[src/design/cptm_pkg.sv]
package cptm_pkg;

  localparam logic FUNC_WRITE = 1'b0;
  localparam logic FUNC_TICK  = 1'b1;

  localparam int          BUF_BYTES = 8;
  localparam logic [31:0] MS_TO_US  = 32'd1000;

  typedef enum logic [1:0] {
    ST_IDLE,
    ST_CMP,
    ST_NEW,
    ST_FLUSH
  } state_t;

  // latched input item
  typedef struct packed {
    logic        func;
    logic        channel;
    logic [10:0] frame_id;
    logic [3:0]  start_index;
    logic [3:0]  byte_count;
    logic [63:0] data_bytes;
    logic [15:0] period_ms;
    logic [31:0] now_us;
  } cmd_t;

  // one port table entry as held in the ram
  typedef struct packed {
    logic [10:0] ident;
    logic [15:0] interval;
    logic [31:0] sent_time;
    logic [63:0] buffer;
  } entry_t;

endpackage

[src/design/cptm_ram.sv]
module cptm_ram #(
  parameter int WIDTH = 8,
  parameter int DEPTH = 8
) (
  input  logic                                   clk,
  input  logic                                   we,
  input  logic [((DEPTH > 1) ? $clog2(DEPTH) : 1)-1:0] waddr,
  input  logic [WIDTH-1:0]                       wdata,
  input  logic [((DEPTH > 1) ? $clog2(DEPTH) : 1)-1:0] raddr,
  output logic [WIDTH-1:0]                       rdata
);

  logic [WIDTH-1:0] mem [DEPTH];

  always_ff @(posedge clk) begin
    if (we) begin
      mem[waddr] <= wdata;
    end
    rdata <= mem[raddr];
  end

endmodule

[src/design/cptm_entry_upd.sv]
module cptm_entry_upd (
  input  cptm_pkg::cmd_t   cmd,
  input  cptm_pkg::entry_t cur,
  input  logic             fresh,
  output cptm_pkg::entry_t merged,
  output cptm_pkg::entry_t stamped,
  output logic             due
);

  logic [63:0] base;
  logic [31:0] elapsed;
  logic [31:0] need;

  // byte merge: buffer position p takes write byte p - start_index
  always_comb begin
    logic [3:0] pos;
    logic [3:0] j;
    base = fresh ? 64'd0 : cur.buffer;
    merged.ident = cmd.frame_id;
    merged.sent_time = fresh ? 32'd0 : cur.sent_time;
    if (fresh || (cmd.period_ms < cur.interval)) begin
      merged.interval = cmd.period_ms;
    end else begin
      merged.interval = cur.interval;
    end
    merged.buffer = base;
    for (int p = 0; p < cptm_pkg::BUF_BYTES; p++) begin
      pos = 4'(p);
      j = pos - cmd.start_index;
      if ((pos >= cmd.start_index) && (j < cmd.byte_count)) begin
        merged.buffer[8*p +: 8] = cmd.data_bytes[8*j[2:0] +: 8];
      end
    end
  end

  // wrapped elapsed time against period in microseconds
  assign elapsed = cmd.now_us - cur.sent_time;
  assign need    = 32'(cur.interval) * cptm_pkg::MS_TO_US;
  assign due     = (elapsed >= need);

  always_comb begin
    stamped = cur;
    stamped.sent_time = cmd.now_us;
  end

endmodule

[src/design/can_periodic_tx_mailbox.sv]
// Periodic CAN transmit mailbox for one bus. Ports live in a single-port-read
// ram, one entry per port in creation order, and a sequencer visits one entry
// per cycle while the scan is not stalled. A write item scans ports until its id
// matches and merges into that entry, or creates a new port after the last one
// unless the table is full. A tick item scans every port, sends the due ones and
// then releases the final frame with last set; the scan ends early once
// WAIT_SLOTS frames are chosen. A frame that must leave while the output
// register is still held stalls the scan. Writes for the other bus are taken
// and dropped. The registered ram read of the next index sets that rate.
module can_periodic_tx_mailbox #(
  parameter int MAX_PORTS  = 8,
  parameter int WAIT_SLOTS = 4
) (
  input  logic        clk,
  input  logic        rst,
  input  logic        cfg_we,
  input  logic        cfg_data,
  input  logic        in_valid,
  output logic        in_ready,
  input  logic        func,
  input  logic        channel,
  input  logic [10:0] frame_id,
  input  logic [3:0]  start_index,
  input  logic [3:0]  byte_count,
  input  logic [63:0] data_bytes,
  input  logic [15:0] period_ms,
  input  logic [31:0] now_us,
  output logic        out_valid,
  input  logic        out_ready,
  output logic [10:0] tx_frame_id,
  output logic [63:0] tx_payload,
  output logic        last
);

  localparam int AW = (MAX_PORTS > 1) ? $clog2(MAX_PORTS) : 1;
  localparam int CW = $clog2(MAX_PORTS + 1);
  localparam int NW = $clog2(WAIT_SLOTS + 1);
  localparam int EW = $bits(cptm_pkg::entry_t);

  cptm_pkg::state_t state, state_next;
  cptm_pkg::cmd_t   cmd, cmd_next;
  logic [AW-1:0]    idx, idx_next;
  logic [CW-1:0]    ports_in_use, ports_in_use_next;
  logic [NW-1:0]    sent_cnt, sent_cnt_next;
  logic             own_channel;
  logic             pend_valid, pend_valid_next;
  logic             pend_load;
  logic [10:0]      pend_id;
  logic [63:0]      pend_payload;

  logic             push, push_last;
  logic             out_free;
  logic             ram_we;
  logic [AW-1:0]    ram_waddr;
  logic [EW-1:0]    ram_wdata;
  cptm_pkg::entry_t rd_entry, merged, stamped;
  logic             due;
  logic             last_port;
  logic             full;
  logic [CW-1:0]    idx_inc;

  cptm_ram #(
    .WIDTH(EW),
    .DEPTH(MAX_PORTS)
  ) u_ram (
    .clk  (clk),
    .we   (ram_we),
    .waddr(ram_waddr),
    .wdata(ram_wdata),
    .raddr(idx_next),
    .rdata(rd_entry)
  );

  cptm_entry_upd u_upd (
    .cmd    (cmd),
    .cur    (rd_entry),
    .fresh  (state == cptm_pkg::ST_NEW),
    .merged (merged),
    .stamped(stamped),
    .due    (due)
  );

  assign out_free  = !out_valid || out_ready;
  assign idx_inc   = CW'(idx) + CW'(1);
  assign last_port = (idx_inc >= ports_in_use);
  assign full      = (ports_in_use == CW'(MAX_PORTS));

  always_ff @(posedge clk) begin
    if (rst) begin
      state        <= cptm_pkg::ST_IDLE;
      ports_in_use <= '0;
      pend_valid   <= 1'b0;
      own_channel  <= 1'b0;
      out_valid    <= 1'b0;
    end else begin
      state        <= state_next;
      ports_in_use <= ports_in_use_next;
      pend_valid   <= pend_valid_next;
      if (cfg_we) begin
        own_channel <= cfg_data;
      end
      if (push) begin
        out_valid <= 1'b1;
      end else if (out_ready) begin
        out_valid <= 1'b0;
      end
    end
  end

  always_ff @(posedge clk) begin
    cmd      <= cmd_next;
    idx      <= idx_next;
    sent_cnt <= sent_cnt_next;
    if (pend_load) begin
      pend_id      <= rd_entry.ident;
      pend_payload <= rd_entry.buffer;
    end
    if (push) begin
      tx_frame_id <= pend_id;
      tx_payload  <= pend_payload;
      last        <= push_last;
    end
  end

  always_comb begin
    state_next        = state;
    cmd_next          = cmd;
    idx_next          = idx;
    ports_in_use_next = ports_in_use;
    sent_cnt_next     = sent_cnt;
    pend_valid_next   = pend_valid;
    pend_load         = 1'b0;
    push              = 1'b0;
    push_last         = 1'b0;
    ram_we            = 1'b0;
    ram_waddr         = idx;
    ram_wdata         = merged;
    in_ready          = 1'b0;

    unique case (state)
      cptm_pkg::ST_IDLE: begin
        in_ready = 1'b1;
        if (in_valid) begin
          cmd_next      = '{func, channel, frame_id, start_index, byte_count,
                            data_bytes, period_ms, now_us};
          idx_next      = '0;
          sent_cnt_next = '0;
          if (func == cptm_pkg::FUNC_TICK) begin
            state_next = (ports_in_use == '0) ? cptm_pkg::ST_FLUSH : cptm_pkg::ST_CMP;
          end else if (channel == own_channel) begin
            state_next = (ports_in_use == '0) ? cptm_pkg::ST_NEW : cptm_pkg::ST_CMP;
          end
        end
      end

      cptm_pkg::ST_CMP: begin
        if (cmd.func == cptm_pkg::FUNC_WRITE) begin
          if (rd_entry.ident == cmd.frame_id) begin
            ram_we     = 1'b1;
            state_next = cptm_pkg::ST_IDLE;
          end else if (last_port) begin
            state_next = full ? cptm_pkg::ST_IDLE : cptm_pkg::ST_NEW;
          end else begin
            idx_next = idx + AW'(1);
          end
        end else if (due && (sent_cnt < NW'(WAIT_SLOTS))) begin
          // previous chosen frame leaves now, this one is held back to learn last
          if (!pend_valid || out_free) begin
            ram_we          = 1'b1;
            ram_wdata       = stamped;
            push            = pend_valid;
            pend_load       = 1'b1;
            pend_valid_next = 1'b1;
            sent_cnt_next   = sent_cnt + NW'(1);
            if (last_port || (sent_cnt_next == NW'(WAIT_SLOTS))) begin
              state_next = cptm_pkg::ST_FLUSH;
            end else begin
              idx_next = idx + AW'(1);
            end
          end
        end else if (last_port) begin
          state_next = cptm_pkg::ST_FLUSH;
        end else begin
          idx_next = idx + AW'(1);
        end
      end

      cptm_pkg::ST_NEW: begin
        ram_we            = 1'b1;
        ram_waddr         = AW'(ports_in_use);
        ports_in_use_next = ports_in_use + CW'(1);
        state_next        = cptm_pkg::ST_IDLE;
      end

      cptm_pkg::ST_FLUSH: begin
        if (!pend_valid) begin
          state_next = cptm_pkg::ST_IDLE;
        end else if (out_free) begin
          push            = 1'b1;
          push_last       = 1'b1;
          pend_valid_next = 1'b0;
          state_next      = cptm_pkg::ST_IDLE;
        end
      end

      default: begin
        state_next = cptm_pkg::ST_IDLE;
      end
    endcase
  end

  a_count_bound: assert property (@(posedge clk) disable iff (rst)
    ports_in_use <= CW'(MAX_PORTS))
    else $error("port count beyond table size");

  a_slots_bound: assert property (@(posedge clk) disable iff (rst)
    sent_cnt <= NW'(WAIT_SLOTS) || state == cptm_pkg::ST_IDLE)
    else $error("more frames chosen than wait slots");

  a_idle_no_pend: assert property (@(posedge clk) disable iff (rst)
    state == cptm_pkg::ST_IDLE |-> !pend_valid)
    else $error("held frame left behind at end of tick");

  a_we_state: assert property (@(posedge clk) disable iff (rst)
    ram_we |-> (state == cptm_pkg::ST_CMP || state == cptm_pkg::ST_NEW))
    else $error("table write outside scan or create");

  a_new_grows: assert property (@(posedge clk) disable iff (rst)
    state == cptm_pkg::ST_NEW |=> ports_in_use == $past(ports_in_use) + CW'(1))
    else $error("port creation did not grow the table");

endmodule

[config.mk]
export PLATFORM = sky130hd
export DESIGN_NAME = can_periodic_tx_mailbox
export DESIGN_NICKNAME = d
export VERILOG_FILES = /design/src/design/cptm_pkg.sv /design/src/design/cptm_ram.sv /design/src/design/cptm_entry_upd.sv /design/src/design/can_periodic_tx_mailbox.sv
export SDC_FILE = /design/constraint.sdc
export NUM_CORES = 2
export LEC_CHECK = 0
export BUFFER_PORTS_ARGS = -buffer_cell sky130_fd_sc_hd__buf_2
export CORE_ASPECT_RATIO = 0.6
export CORE_MARGIN = 8
export CORE_UTILIZATION = 45
export CTS_BUF_LIST = sky130_fd_sc_hd__clkbuf_4 sky130_fd_sc_hd__clkbuf_8 sky130_fd_sc_hd__clkbuf_16
export DETAILED_ROUTE_END_ITERATION = 7
export PLACE_DENSITY = 0.6
export SLEW_MARGIN = 20
export SYNTH_ARGS = -nofsm -noshare
export SYNTH_HDL_FRONTEND = slang
export SYNTH_SLANG_ARGS = --single-unit
export TNS_END_PERCENT = 100
[constraint.sdc]
create_clock -name clk -period 12.6 [get_ports clk]
set_clock_uncertainty 0.05 [all_clocks]
set_input_delay 0.63 -clock clk [delete_from_list [all_inputs] [get_ports clk]]
set_output_delay 0.63 -clock clk [all_outputs]
set_load 0.02 [all_outputs]
* Yosys cells after proc, flatten, opt, wreduce, memory -nomap -nowiden
Memory sizes are Yosys's and may differ from the RTL's. A register that Yosys moved wholly into a read port is not among the register bits.
Index checks and enable logic that the tools add are counted.
Widths: inputs -> output; s select.
** Operators by class
- Magnitude comparators :: 20
- Equality and inequality tests :: 17
- Reduce and logical (&&, ||, !) cells :: 24
- Shift-type cells :: 8
- Muxes and demuxes :: 69
- Add/sub/neg operators :: 13
- Multiply operators :: 1
** Operators by type and width (number)
- $shiftx 64x7->8 :: 8
- $mux 123 :: 4
- $mux 64 :: 1
- $mux 8 :: 8
- $mux 3 :: 12
- $ge 32x26->1 :: 1
- $lt 4x4->1 :: 8
- $mux 32 :: 1
- $sub 32x32->32 :: 1
- $mux 2 :: 15
- $mul 16x7->23 const B :: 1
- $mux 1 :: 21
- $ge 3x4->1 const A :: 4
- $lt 16x16->1 :: 1
- $mux 16 :: 1
- $ne 4x4->1 const B :: 4
- $sub 3x4->4 const A :: 4
- $pmux 3 s2 :: 2
- $eq 11x11->1 :: 1
- $logic_and 1x1->1 :: 9
- $ge 1x4->1 const A :: 2
- $ge 2x4->1 const A :: 2
- $ne 2x2->1 const B :: 4
- $pmux 2 s4 :: 1
- 23 further kinds :: 36
** Storage, ports and cells
- Logic and storage cells :: 172
- Bits in registers :: 298
- Output and inout port bits :: 78
- Input port bits :: 139
- RAM bits :: 984
- Memories kept :: 1
** Memories
- u_ram.mem :: words 8, bits a word 123, rd ports 1, clocked after memory_dff 1, wr ports 1, line cptm_ram.sv:13 : logic [WIDTH-1:0] mem [DEPTH];

* Logic depth before layout (Yosys ltp)
- Depth after elaboration :: 9
- Mapped depth :: 36
- Gate-level depth less buffers :: 33

* Hierarchy
Synthesis repeated with hierarchy kept, for this count alone.
** Unflattened totals
- Cells, all modules :: 3615
- Area total of the unflattened synthesis :: 61893.1 um^2
** Modules (own cells, without submodules)
- cptm_ram :: instances 1, area each 40261.1 um^2, sequential area each 32010.7 um^2, cells an instance 1558
- can_periodic_tx_mailbox :: instances 1, area each 11373.4 um^2, sequential area each 8858.5 um^2, cells an instance 826
- cptm_entry_upd :: instances 1, area each 10258.6 um^2, sequential area each 0.0 um^2, cells an instance 1231

* Worst setup path before layout
OpenSTA, ideal clock, no wires.
- Kind :: reg-to-reg
- Start :: register u_ram.rdata[96] (read register of u_ram.mem)
- End :: memory u_ram.mem[3][0] (netlist name), enable pin
- Stages on the path, launching flop included :: 33
- Setup slack :: 384 ps
- Library setup time :: 607 ps
- Data arrival time :: 11559 ps
- Buffers on the path :: 0
- Required time :: 11943 ps
- Period minus slack after synthesis :: 12216 ps
- Cell sequence :: dfxtp_1 fa_1 inv_1 fa_1 fa_1 fa_1 inv_1 ha_1 o21ai_0 a21oi_1 o21ai_0 a21boi_0 o21ai_0 a21boi_0 o31a_1 o211a_1 o21a_1 o21ai_0 nor2b_1 xor2_1 ha_1 a21oi_1 o21ai_0 nand2_1 nand4_1 a21o_2 a2111oi_4 a41oi_4 nor3b_1 nor2_1 nor3b_1 o21ai_0 nor2_1
** On the way
- Cells in the longest elaborated chain, start to end :: 8
** Ends and longest elaborated chain
- start: declaration :: line cptm_ram.sv:10 : output logic [WIDTH-1:0] rdata
- $mul 16x7->23 :: line cptm_entry_upd.sv:38 : assign need = 32'(cur.interval) * cptm_pkg::MS_TO_US;
- $ge 32x26->1 :: line cptm_entry_upd.sv:39 : assign due = (elapsed >= need);
- $logic_and 1x1->1 :: line can_periodic_tx_mailbox.sv:166 : end else if (due && (sent_cnt < NW'(WAIT_SLOTS))) begin
- $mux 1 :: line can_periodic_tx_mailbox.sv:166
- $mux 1 :: line can_periodic_tx_mailbox.sv:157 : if (cmd.func == cptm_pkg::FUNC_WRITE) begin
- $pmux 1 s2 :: line can_periodic_tx_mailbox.sv:140 : unique case (state)
- $mux 1 :: line cptm_ram.sv:16 : if (we) begin
- $mux 1 (implied by the code) :: line cptm_ram.sv:17 : mem[waddr] <= wdata;
- end: declaration :: line cptm_ram.sv:13
No other way between the ends.

* Worst setup path after layout
- Start :: register u_ram.rdata[96] (read register of u_ram.mem)
- End :: memory u_ram.mem[5][23] (netlist name), enable pin
The elaborated chain is that of the path after synthesis.

==> summary.md <==
| Metric | Value |
|---|---|
| Status | completed |
| Setup TNS | 0 ps |
| IO buf count | 216 |
| LEAKAGE | 0.0274 uW |
| Cells after Synth | around 3700 |
| PnR worst setup slack | 2610 ps |
| GRT overflow | 0 |
| Dpl ws | approximately 2700 ps |
| GRT Util Overall | about 20% |
| CP startpoint | u_ram.rdata[96] |
| Fmax | 0.100 GHz |
| Final setup vio count | 0 |
| Post-DP HPWL | approximately 90 mm |
| Clock Path Buffers | 3 |
| Final hold violations | 0 |
| I/O pins | ~220 |
| Pwr per Cell Area | roughly 300 nW/um2 |
| Num CTS Buffers | 133 |
| Kind of critical path | reg2reg |
| DRC viols | 0 |
| Full die area | 148000 um2 |
| Vias per cell | 5.41 |
| Max_cap viols | 0 |
| Area grow syn2layout | 13.8% |
| Arrival time worst endpoint | about 10000 ps |
| CTS tree | done |
| R2R depth | 32 |
| Chip width | roughly 490 um |
| Period utilisation layout | 79.3% |
| CP Data Required Time | 12910 ps |
| H-tree depth | 4 |
| Height of the die | between 300 and 400 um |
| Max-slew violation count | 0 |
| Seq/Total Area, Yosys | about two thirds |
| Startpoint Class | flop |
| Crit path max fanout | 44 |
| Hold path cells | 1 |
| RSZ-0062 raised after global routing | false |
| Pin count of the biggest net entering global routing | ~140 |
| Min Clock Period, post-route | about 10000 ps |
| Slowest cell on crit path | nor2_4 |
| Least-Margin Pin Slew | between 1000 and 1500 ps |
| Synthesis Warnings | 0 |
| ANT nets after route | 0 |
| Layout cells sized above 1 | approximately 18% |
| Critical path's largest stage delay | approximately 940 ps |
| Syn Std Cell Area | just over 60000 um2 |
| Via count | ~32000 |
| Final nets | 4435 |
| Initial Util | between 40% and 50% |
| Hold WC Path Type | in2reg |
| Post-CTS Setup Repair Bufs | 0 |
| EDFF count, synth | 1270 |
| Post-synth top flop | edfxtp_1 |
| TritonRoute pass-1 iters | 6 |
| DR iter-0 viols | ~2900 |
| Drt total wl | approximately 150 mm |
| Worst R2R Start | u_ram.rdata[96] |
| Reg clk slew, reported paths | approximately 70 ps |
| Post-synth cell types | 80 |
| Worst Setup End Kind | flop |
| Core area | around 130000 um2 |
| Worst-case vdd ir drop | about 0.68 mV |
| WL/cell | ~25 um |
| #FFs+latches synth | roughly 1400 |
| Vias in the first global route | around 33000 |
| Worst skew pair latency | between 700 and 800 ps |
| Synth Area per Inst | approximately 17 um2 |
| Worst min-delay path startpoint | frame_id[3] |
| CTS root buf | clkbuf_16 |
| Slew margin rel. | a little under a quarter |
| Initial antenna violation count | 13 |
| Number of clock sinks | between 1000 and 1500 |
| First-pass GRT wire length | about 220 mm |
| RePlAce Congestion | about 0.85 |
| Synth Net Count | between 4000 and 5000 |
| Ys async rst share | 0% |
| Standard-cell rows | 104 |
==> through the flow <==
step	power, uW	hold WS [ps]	instances	utilization [%]	instance area, um2
after CTS	21200	5.99	5984	51.7	69500
after floorplan	14400	350	3702	-	61100
after global routing	23000	21.9	5988	51.8	69600
after detailed placement	17000	355	5616	47.5	63800
final	21200	62.1	5990	51.8	69600
after global placement	17000	353	5616	47.5	63800
==> cell type report <==
type | instances | area, um2
fillers | 11000 | 64800
flip-flops and latches | 1405 | 40800
multi-input cells | 1995 | 18700
clock buffers | 174 | 3730
repair buffers | 391 | 2830
well taps | 1802 | 2250
clock inverters | 68 | 692
inverters | 150 | 566
diodes | 5 | 12.5
==> logic make-up (layout without fill, tap and decap cells) <==
| family | after synthesis | in the layout | share of synthesized area (%) |
|---|---|---|---|
| XOR/XNOR | 67 | 67 | 0.960 |
| AO/OA/AOI/OAI | 361 | 361 | 3.87 |
| other | 0 | 5 | 0 |
| AND/OR/NAND/NOR | 342 | 342 | 2.54 |
| buffers and inverters | 302 | 783 | 2.85 |
| adder cells (fa/ha/maj) | 220 | 220 | 5.18 |
| flip-flops | 1405 | 1405 | 66.8 |
| multiplexers | 1005 | 1005 | 17.8 |
==> timing repair <==
| item | CTS | global route |
|---|---|---|
| hold buffers | 126 | 0 |
| gates resized for setup | 0 | 0 |
| hold endpoints to repair | 126 | 0 |
==> synth_stat cells, types with 4 or more instances <==
cell type | n | area (um2)
edfxtp_1 | 1270 | 38100
mux2i_1 | 799 | 8000
ha_1 | 165 | 2060
nand2_1 | 158 | 593
mux2_2 | 149 | 1680
inv_1 | 144 | 541
dfxtp_1 | 135 | 2700
o21ai_0 | 115 | 576
nor2_1 | 77 | 289
a21oi_1 | 72 | 360
fa_1 | 55 | 1100
mux4_2 | 48 | 1080
a21o_1 | 46 | 345
buf_2 | 46 | 230
clkbuf_1 | 42 | 158
xnor2_1 | 38 | 333
o31ai_1 | 33 | 248
xor2_1 | 29 | 254
buf_12 | 22 | 440
buf_4 | 22 | 165
nand2b_1 | 17 | 106
nand3_1 | 15 | 75.1
nor3_1 | 15 | 75.1
nor2b_1 | 11 | 68.8
o21a_1 | 11 | 82.6
a211oi_1 | 10 | 75.1
nand4_1 | 10 | 62.6
mux2_4 | 9 | 135
or2_2 | 9 | 56.3
a22o_1 | 8 | 70.1
buf_1 | 8 | 30.0
o211ai_1 | 8 | 60.1
a31oi_1 | 7 | 43.8
nor3b_1 | 7 | 52.6
a211o_1 | 5 | 43.8
buf_6 | 5 | 56.3
a21boi_0 | 4 | 30.0
and3_1 | 4 | 25.0
buf_8 | 4 | 60.1
o21ai_1 | 4 | 20.0
==> critical path: cells and delay by family (launching register included) <==
family                     cells  cell delay, ps
AOI/OAI and AO/OA             13            2900
adders and majority gates      6            2700
and+or+nand+nor                7            1930
buffers and inverters          5            1390
DFF                            1             410
xor gates and xnor gates       1             150
==> cell usage in the layout (no fill, tap or decap), types with 9 or more instances in the layout <==
cell and n:
nor3_1 14, mux2_4 9, edfxtp_1 1270, nor2_1 69
nand2b_1 17, or2_2 9, mux2i_1 796, buf_4 40
nand4_1 10, dfxtp_1 135, mux4_2 48, clkinv_2 17
fa_1 55, a21o_1 46, xnor2_1 38, ha_1 164
buf_2 216, xor2_1 29, nor2b_1 11, a21oi_1 72
clkbuf_4 31, clkinv_1 21, nand2_1 158, a211oi_1 10
o21a_1 11, mux2_2 149, clkbuf_16 136, o31ai_1 32
nand3_1 15, bufinv_16 10, dlygate4sd3_1 126, inv_1 143
o21ai_0 114
==> worst paths after layout <==
kind	end	slack [ps]
worst min-delay path	cmd[123]	60
worst min register to register	tx_frame_id[10]	370
worst max register to register	u_ram.mem[5][23]	2610
worst max-delay path	u_ram.mem[5][23]	2610
==> where the power goes <==
| group | switching [uW] | internal, uW | leakage (uW) | total (uW) |
|---|---|---|---|---|
| Sequential | 316 | 6260 | 0.0127 | 6580 |
| Clock | 1750 | 2320 | 0.00221 | 4070 |
| Combinational | 6190 | 4340 | 0.0125 | 10500 |
| Total | 8260 | 12900 | 0.0274 | 21200 |
==> flip-flops by register name (all words and copies together), names as in the netlist <==
| register | flops |
|---|---|
| u_ram.mem | 984 |
| cmd | 132 |
| u_ram.rdata | 123 |
| pend_payload | 64 |
| tx_payload | 64 |
| pend_id | 11 |
| tx_frame_id | 11 |
| ports_in_use | 4 |
| idx | 3 |
| sent_cnt | 3 |
| state | 2 |
| last | 1 |
| out_valid | 1 |
| own_channel | 1 |
| pend_valid | 1 |
==> layer usage <==
layer / wire (um) / part of all wire, % / vias to the layer above / GRT usage, %
met5: 0 / 0 / - / 0
met4: 2190 / 1.5 / 0 / 4.29
met3: 9710 / 6.6 / 146 / 4.39
met2: 62800 / 43 / 850 / 28.4
met1: 73000 / 49 / 16500 / 30.2
li1: - / - / 14900 / -
(Power assumes the default switching activity.)
